<file path="src/sv/bdi_pkg.sv">
package bdi_pkg;

    localparam int LINE_BYTES  = 64;
    localparam int NUM_OPTIONS = 8;
    localparam int LINE_WORDS  = LINE_BYTES / 8;
    localparam int IDX_W       = (LINE_WORDS > 1) ? $clog2(LINE_WORDS) : 1;
    localparam int WORD_W      = 64;
    localparam int SIZE_W      = 7;
    localparam int OPT_W       = 4;
    localparam int NUM_REPEAT  = 4;
    localparam int NUM_DELTA   = 6;
    // Wide enough to hold every candidate size, the line size included.
    localparam int BEST_W      = $clog2(LINE_BYTES + 1);

    localparam logic [OPT_W-1:0] OPT_ZERO         = 4'd0;
    localparam logic [OPT_W-1:0] OPT_REPEAT       = 4'd1;
    localparam logic [OPT_W-1:0] OPT_DELTA_FIRST  = 4'd2;
    localparam logic [OPT_W-1:0] OPT_UNCOMPRESSED = 4'(NUM_OPTIONS);

    typedef int delta_tab_t [NUM_DELTA];

    localparam delta_tab_t DELTA_BASE_BYTES = '{8, 8, 8, 4, 4, 2};
    localparam delta_tab_t DELTA_BYTES      = '{1, 2, 4, 1, 2, 1};

    // Number of base-sized elements in one 64-bit word.
    localparam delta_tab_t DELTA_ELEMS = '{
        8 / DELTA_BASE_BYTES[0], 8 / DELTA_BASE_BYTES[1], 8 / DELTA_BASE_BYTES[2],
        8 / DELTA_BASE_BYTES[3], 8 / DELTA_BASE_BYTES[4], 8 / DELTA_BASE_BYTES[5]
    };

    // Encoded size of each base-delta option.
    localparam delta_tab_t DELTA_SIZES = '{
        DELTA_BASE_BYTES[0] + (LINE_BYTES / DELTA_BASE_BYTES[0]) * DELTA_BYTES[0],
        DELTA_BASE_BYTES[1] + (LINE_BYTES / DELTA_BASE_BYTES[1]) * DELTA_BYTES[1],
        DELTA_BASE_BYTES[2] + (LINE_BYTES / DELTA_BASE_BYTES[2]) * DELTA_BYTES[2],
        DELTA_BASE_BYTES[3] + (LINE_BYTES / DELTA_BASE_BYTES[3]) * DELTA_BYTES[3],
        DELTA_BASE_BYTES[4] + (LINE_BYTES / DELTA_BASE_BYTES[4]) * DELTA_BYTES[4],
        DELTA_BASE_BYTES[5] + (LINE_BYTES / DELTA_BASE_BYTES[5]) * DELTA_BYTES[5]
    };

    typedef struct packed {
        logic                  zero_ok;
        logic [NUM_REPEAT-1:0] rep_ok;
        logic [NUM_DELTA-1:0]  delta_ok;
    } bdi_check_t;

endpackage

</file>
<file path="src/sv/bdi_in_if.sv">
interface bdi_in_if;
    import bdi_pkg::*;

    logic              valid;
    logic              ready;
    logic [WORD_W-1:0] line_word;

    modport source (output valid, output line_word, input ready);
    modport sink   (input valid, input line_word, output ready);
endinterface

</file>
<file path="src/sv/bdi_out_if.sv">
interface bdi_out_if;
    import bdi_pkg::*;

    logic              valid;
    logic              ready;
    logic [SIZE_W-1:0] packed_size;
    logic [OPT_W-1:0]  option_code;

    modport source (output valid, output packed_size, output option_code, input ready);
    modport sink   (input valid, input packed_size, input option_code, output ready);
endinterface

</file>
<file path="src/sv/bdi_check.sv">
module bdi_check (
    input  logic [bdi_pkg::WORD_W-1:0] word,
    input  logic [bdi_pkg::WORD_W-1:0] base,
    output bdi_pkg::bdi_check_t        check
);
    import bdi_pkg::*;

    // Low 8*bb bits of v, sign-extended to 65 bits.
    function automatic logic [64:0] sext(logic [63:0] v, int bb);
        logic [64:0] raw;
        logic [64:0] sgn;
        raw = {1'b0, v} & ((65'd1 << (8 * bb)) - 65'd1);
        sgn = 65'd1 << (8 * bb - 1);
        return (raw ^ sgn) - sgn;
    endfunction

    // Low 2^i bytes of b repeated across the word.
    function automatic logic [63:0] replicate(logic [63:0] b, int i);
        logic [63:0] r;
        int          k;
        int          j;
        k = 1 << i;
        r = '0;
        for (j = 0; j < 8; j++) begin
            if (j < (8 >> i)) begin
                r = r | ((b & ((64'd1 << (8 * k)) - 64'd1)) << (8 * k * j));
            end
        end
        if (k == 8) begin
            r = b;
        end
        return r;
    endfunction

    // Every element of the word minus the first base element fits the signed delta.
    function automatic logic delta_word_ok(logic [63:0] w, logic [63:0] b, int bb, int db,
                                           int per);
        logic        ok;
        logic [64:0] be;
        logic [64:0] el;
        logic [64:0] diff;
        logic [63:0] wrap;
        logic [64:0] bias;
        int          j;
        ok   = 1'b1;
        be   = sext(b, bb);
        bias = 65'd1 << (8 * db - 1);
        for (j = 0; j < 8; j++) begin
            if (j < per) begin
                el = sext(w >> (8 * bb * j), bb);
                if (bb == 8) begin
                    // Full-width deltas wrap at 64 bits.
                    wrap = w - b;
                    diff = {wrap[63], wrap};
                end
                else begin
                    diff = el - be;
                end
                if (((diff + bias) >> (8 * db)) != 65'd0) begin
                    ok = 1'b0;
                end
            end
        end
        return ok;
    endfunction

    always_comb
    begin
        check.zero_ok = (word == '0);
        for (int i = 0; i < NUM_REPEAT; i++) begin
            check.rep_ok[i] = (word == replicate(base, i));
        end
        for (int i = 0; i < NUM_DELTA; i++) begin
            check.delta_ok[i] = delta_word_ok(word, base, DELTA_BASE_BYTES[i],
                                              DELTA_BYTES[i], DELTA_ELEMS[i]);
        end
    end

endmodule

</file>
<file path="src/sv/bdi_line_size_estimator_unit.sv">
// Channel   Dir  Payload                          Word
// line      in   line_word[63:0]                  8 bytes of a line, byte 0 in bits 7:0
// estimate  out  packed_size[6:0], option_code    one per line, after its last word
//
// One line word is taken per cycle while the input is not stalled; a line's last
// word passes the input register, then the output register, which presents its estimate.
// The input register feeds the word checks and the option select, which end in
// the running flags and the output register.
// Reset clears the word count, the pipeline valids and the output valid.
// The input side stalls only while a finished line's last word waits for a full
// output register that is not being emptied.
module bdi_line_size_estimator_unit (
    input logic clk,
    input logic rst_n,
    bdi_in_if.sink    line,
    bdi_out_if.source estimate
);
    import bdi_pkg::*;

    logic [IDX_W-1:0]      idx_reg;
    logic [IDX_W-1:0]      idx_next;
    logic                  s1_valid_reg;
    logic                  s1_first_reg;
    logic                  s1_last_reg;
    logic [WORD_W-1:0]     s1_word_reg;
    logic [WORD_W-1:0]     base_reg;
    bdi_check_t            flags_reg;
    bdi_check_t            flags_next;
    bdi_check_t            word_check;
    logic                  out_valid_reg;
    logic [SIZE_W-1:0]     size_reg;
    logic [OPT_W-1:0]      opt_reg;
    logic [WORD_W-1:0]     base_sel;
    logic                  in_acc;
    logic                  out_free;
    logic                  s1_adv;
    logic [BEST_W-1:0]     best;
    logic [OPT_W-1:0]      opt;
    logic                  rep_found;

    assign in_acc   = line.valid && line.ready;
    assign out_free = !out_valid_reg || estimate.ready;
    assign s1_adv   = s1_valid_reg && (!s1_last_reg || out_free);
    assign line.ready = !s1_valid_reg || s1_adv;

    assign idx_next = (idx_reg == IDX_W'(LINE_WORDS - 1)) ? '0 : idx_reg + 1'b1;
    assign base_sel = s1_first_reg ? s1_word_reg : base_reg;

    bdi_check u_check (
        .word  (s1_word_reg),
        .base  (base_sel),
        .check (word_check)
    );

    // The first word of a line restarts every flag.
    assign flags_next = (s1_first_reg ? '1 : flags_reg) & word_check;

    always_comb
    begin
        best      = BEST_W'(LINE_BYTES);
        opt       = OPT_UNCOMPRESSED;
        rep_found = 1'b0;
        if (flags_next.zero_ok && (BEST_W'(1) < best)) begin
            best = BEST_W'(1);
            opt  = OPT_ZERO;
        end
        for (int i = 0; i < NUM_REPEAT; i++) begin
            if (flags_next.rep_ok[i] && !rep_found) begin
                rep_found = 1'b1;
                if (BEST_W'(1 << i) < best) begin
                    best = BEST_W'(1 << i);
                    opt  = OPT_REPEAT;
                end
            end
        end
        for (int i = 0; i < NUM_DELTA; i++) begin
            if (flags_next.delta_ok[i] && (BEST_W'(DELTA_SIZES[i]) < best)) begin
                best = BEST_W'(DELTA_SIZES[i]);
                opt  = OPT_DELTA_FIRST + OPT_W'(i);
            end
        end
    end

    always_ff @(posedge clk or negedge rst_n)
    begin
        if (!rst_n) begin
            idx_reg       <= '0;
            s1_valid_reg  <= 1'b0;
            out_valid_reg <= 1'b0;
        end
        else begin
            if (in_acc) begin
                idx_reg <= idx_next;
            end
            if (in_acc) begin
                s1_valid_reg <= 1'b1;
            end
            else if (s1_adv) begin
                s1_valid_reg <= 1'b0;
            end
            if (s1_adv && s1_last_reg) begin
                out_valid_reg <= 1'b1;
            end
            else if (estimate.ready) begin
                out_valid_reg <= 1'b0;
            end
        end
    end

    always_ff @(posedge clk)
    begin
        if (in_acc) begin
            s1_word_reg  <= line.line_word;
            s1_first_reg <= (idx_reg == '0);
            s1_last_reg  <= (idx_reg == IDX_W'(LINE_WORDS - 1));
        end
        if (s1_adv) begin
            flags_reg <= flags_next;
            if (s1_first_reg) begin
                base_reg <= s1_word_reg;
            end
        end
        if (s1_adv && s1_last_reg) begin
            size_reg <= best[SIZE_W-1:0];
            opt_reg  <= opt;
        end
    end

    assign estimate.valid       = out_valid_reg;
    assign estimate.packed_size = size_reg;
    assign estimate.option_code = opt_reg;

`ifndef SYNTHESIS
    a_stall_from_output: assert property (@(posedge clk) disable iff (!rst_n)
        !line.ready |-> (estimate.valid && !estimate.ready))
        else $error("input stalled without a blocked output word");

    a_result_after_last: assert property (@(posedge clk) disable iff (!rst_n)
        $rose(out_valid_reg) |-> $past(s1_adv && s1_last_reg))
        else $error("estimate produced without a line end");

    a_uncompressed_size: assert property (@(posedge clk) disable iff (!rst_n)
        (estimate.valid && estimate.option_code == OPT_UNCOMPRESSED)
        |-> (estimate.packed_size == SIZE_W'(LINE_BYTES)))
        else $error("uncompressed estimate with a size other than the line size");

    a_zero_size: assert property (@(posedge clk) disable iff (!rst_n)
        (estimate.valid && estimate.option_code == OPT_ZERO)
        |-> (estimate.packed_size == SIZE_W'(1)))
        else $error("zero line estimate with a size other than one byte");
`endif

endmodule

</file>
<file path="src/flat_wrapper.sv">
// flat-port wrapper written by rule: the top's interface ports become plain ports
module bdi_line_size_estimator_unit_flat import bdi_pkg::*;
  (clk, rst_n, line_valid, line_line_word, line_ready, estimate_valid, estimate_packed_size, estimate_option_code, estimate_ready);
  bdi_in_if line_i ();
  bdi_out_if estimate_i ();
  input logic clk;
  input logic rst_n;
  input wire logic [$bits(line_i.valid)-1:0] line_valid;
  input wire logic [$bits(line_i.line_word)-1:0] line_line_word;
  output wire logic [$bits(line_i.ready)-1:0] line_ready;
  output wire logic [$bits(estimate_i.valid)-1:0] estimate_valid;
  output wire logic [$bits(estimate_i.packed_size)-1:0] estimate_packed_size;
  output wire logic [$bits(estimate_i.option_code)-1:0] estimate_option_code;
  input wire logic [$bits(estimate_i.ready)-1:0] estimate_ready;
  assign line_i.valid = line_valid;
  assign line_i.line_word = line_line_word;
  assign line_ready = line_i.ready;
  assign estimate_valid = estimate_i.valid;
  assign estimate_packed_size = estimate_i.packed_size;
  assign estimate_option_code = estimate_i.option_code;
  assign estimate_i.ready = estimate_ready;
  bdi_line_size_estimator_unit u_core (.clk(clk), .rst_n(rst_n), .line(line_i), .estimate(estimate_i));
endmodule
</file>
<file path="config.mk">
export PLATFORM = sky130hd
export DESIGN_NAME = bdi_line_size_estimator_unit_flat
export DESIGN_NICKNAME = d
export VERILOG_FILES = /design/src/sv/bdi_pkg.sv /design/src/sv/bdi_in_if.sv /design/src/sv/bdi_out_if.sv /design/src/sv/bdi_check.sv /design/src/sv/bdi_line_size_estimator_unit.sv /design/src/flat_wrapper.sv
export SDC_FILE = /design/constraint.sdc
export NUM_CORES = 1
export LEC_CHECK = 0
export BUFFER_PORTS_ARGS = -buffer_cell sky130_fd_sc_hd__buf_2
export CORE_ASPECT_RATIO = 1.4
export CORE_UTILIZATION = 40
export DETAILED_ROUTE_END_ITERATION = 12
export PLACE_DENSITY = 0.61
export RECOVER_POWER = 50
export REMOVE_ABC_BUFFERS = 1
export SYNTH_ARGS = -nofsm -noshare
export SYNTH_HDL_FRONTEND = slang
export SYNTH_SLANG_ARGS = --single-unit
</file>
<file path="constraint.sdc">
create_clock -name clk -period 11.1 [get_ports clk]
set_clock_uncertainty 0.05 [all_clocks]
set_input_delay 0.555 -clock clk [delete_from_list [all_inputs] [get_ports clk]]
set_output_delay 0.555 -clock clk [all_outputs]
set_load 0.02 [all_outputs]
</file>
==> results.cfg <==
[status]
outcome = finished, violations left
violations = max-capacitance violations, max-slew violations

[final_layout]
nets = 3103
final_cells = 3484
drive_gt1_share_pct = 7.93
mostFrequentLayoutCells = 274 x ha_1, 196 x nand2_1, 170 x nor2_1
syn2layout_area_growth_pct = 7.27
final_common_cell = ha_1
finalInstanceArea_um2 = 24500

[power_and_ir_drop]
p_per_area_nw_per_um2 = 222
p_leak_nw = 9.73
ir_drop_v = 0.000127

[global_route]
grt_pass1_vias = 22800
grt_pass1_wl_um = 144000
grt-ovfl-total = 0
grt_use_total_pct = 33.9
grt_max_degree = 66
antenna_found_initial = 5

[yosys]
async_reset_ff_share_pct = 3.18
ys_ff_latch = 157
synth_warnings = 0
netlist_area_um2 = 22800
syn_avg_cell_area_um2 = 8.41
synth_cell_types = 122
synth_edf_count = 152
seq_area_frac_synth_pct = 20.6
synth_ff_type = edfxtp_1
synthCells = 2713

[die]
die_h_um = 285
core_um2 = 56300
core.rowCount = 103
die_area_um2 = 58000
start_util_pct = 40.5
io_pins = 81
die_x_um = 204

[worst_setup_path]
critical_path_arrival_ns = 10.62
crit_chain = buf_4, clkbuf_1, mux2i_1, ha_1, a21oi_1, o21ai_1, a221o_1, a221oi_1, nand3_1, nor3b_1, nand3_1, nor4_1, nand3_1, a2111oi_0, nand4_1, or3_4, clkinv_4, nor3_2, a22o_1
reg2reg_slack_ns = 0.68
crit_type = flop to flop
cp_max_fo = 29
required_ns = 11.31
end_kind = flop
cp_common_cell = nand3_1
ff2ff_path_depth = 19
cp_top_family = simple AND/OR/NAND/NOR gates
worst_setup_path_start_kind = flop
cp.buffers_inverters = 3
cpPeakStageDelay_ns = 1.66
slowest_stage = clkbuf_1
r2r-start = u_core.s1_first_reg
crit_cells = 19
r2r_end = u_core.estimate.packed_size[1]

[sta]
whs_ns = 0.152
period_share_pct = 93.8
fmax_ghz = 0.0960
setup_violations = 0
period_needed_ns = 10.42
grt_setup_unrepaired = no
hold_viol = 0
drv_slew = 108
maxSlewHeadroom_pct = -178
worst_pin_slew_ns = 4.17
fin_tns_setup_ns = 0
fin_ws_ns = 0.684

[placed_design]
io_buffers = 80
place_congestion = 1.10
dp_hpwl_um = 79600
placed_area_um2 = 23900
place_ws_ns = 1.14
dp_cells = 3450

[clock_network]
cts_htree_levels = 4
cts_tree = built
clockBufferDepth = 2
holdBufCountCts = 1
numClockSinks = 157
cts-buffers-inserted = 17
insertion_delay_ns = 0.52
cts_setup_buffers = 0
root_buffer = clkbuf_16
postCtsResizedCells = 0
path_clk_slew_ns = 0.09

[detailed_routing]
ant_nets = 0
wl_per_cell_um = 28.4
route.detailed.drc = 0
vias = 23000
viasPerCell = 6.61
drtIter0Drc = 1717
routed_wl_um = 98800
first_pass_iters = 8

[flow_run]
max_cap_viol_count = 3

[worst_hold_path]
min_from = line_line_word[59]
hp-class = input port to flop
hold-path-cell-count = 1
holdPathEnd = u_core.s1_word_reg[59]
## cells in the mapped netlist, types with 36 or more instances
library cell	number	area share, %
nand2_1	196	3.2
nor2_1	170	2.8
a21oi_1	158	3.5
o21ai_0	121	2.7
ha_1	274	15
mux2i_1	86	3.8
nand4_1	92	2.5
inv_1	151	2.5
a21o_1	96	3.2
nor4_1	91	2.5
clkbuf_1	62	1.0
nor3_1	93	2.0
nand3_1	84	1.8
and2_1	39	1.1
xnor2_1	74	2.8
edfxtp_1	152	20
xor2_1	36	1.4
## worst register-to-register path, delay by kind of cell (launching register included)
family	cells	cell delay, ns
fa+ha+maj	1	0.66
simple gates	8	3.62
buf+inv	3	2.12
compound gates	6	2.11
mux	1	0.81
flops	1	0.81
## worst max-delay path by stage
stage | start | to | slack (ns)
after floorplan | u_core.s1_first_reg | u_core.estimate.option_code[3] | 0.81
after global placement | u_core.s1_first_reg | u_core.estimate.option_code[3] | 1.45
after detailed placement | u_core.s1_first_reg | u_core.estimate.option_code[3] | 1.14
after CTS | u_core.s1_first_reg | u_core.estimate.option_code[3] | 1.12
after global routing | u_core.s1_first_reg | u_core.estimate.packed_size[1] | 0.32
final | u_core.s1_first_reg | u_core.estimate.packed_size[1] | 0.68
## per-layer routing
metal	GRT usage (%)	vias to the layer above	wire length, um
met2	58.7	1006	47900
met1	33.1	11000	33900
met3	6.23	446	5510
met5	0	-	57
met4	34.4	10	11400
li1	-	10600	-
## cells by family (layout without fill, tap and decap cells)
family	after synthesis	in the layout	share of synthesized area, %
compound gates	750	750	23.2
xor+xnor	112	112	4.37
fa+ha+maj	300	300	17.3
buf+inv	259	294	4.60
flops	157	157	20.6
mux	97	97	4.32
other cells	0	1	0
simple gates	1038	1038	25.7
## final cells by class
class / count / area [um^2]
fillers: 5651 / 31800
multi-input cells: 2297 / 17100
flip-flops and latches: 157 / 4690
well taps: 735 / 920
inverters: 156 / 592
repair buffers: 106 / 558
clock buffers: 17 / 425
clock inverters: 15 / 204
diodes: 1 / 2.50
## through the flow
step / power [mW] / utilization [%]
final: 5.44 / 43.4
after global placement: 4.60 / 42.4
after global routing: 5.77 / 43.4
after floorplan: 3.48 / -
after detailed placement: 4.66 / 42.4
after CTS: 5.35 / 43.5
## where the power goes
| part | internal [mW] | leakage, nW | switching, mW |
|---|---|---|---|
| Sequential | 0.744 | 1.54 | 0.0721 |
| Combinational | 1.35 | 7.89 | 2.61 |
| Clock | 0.325 | 0.300 | 0.334 |
Power figures use the tool's default switching activity.
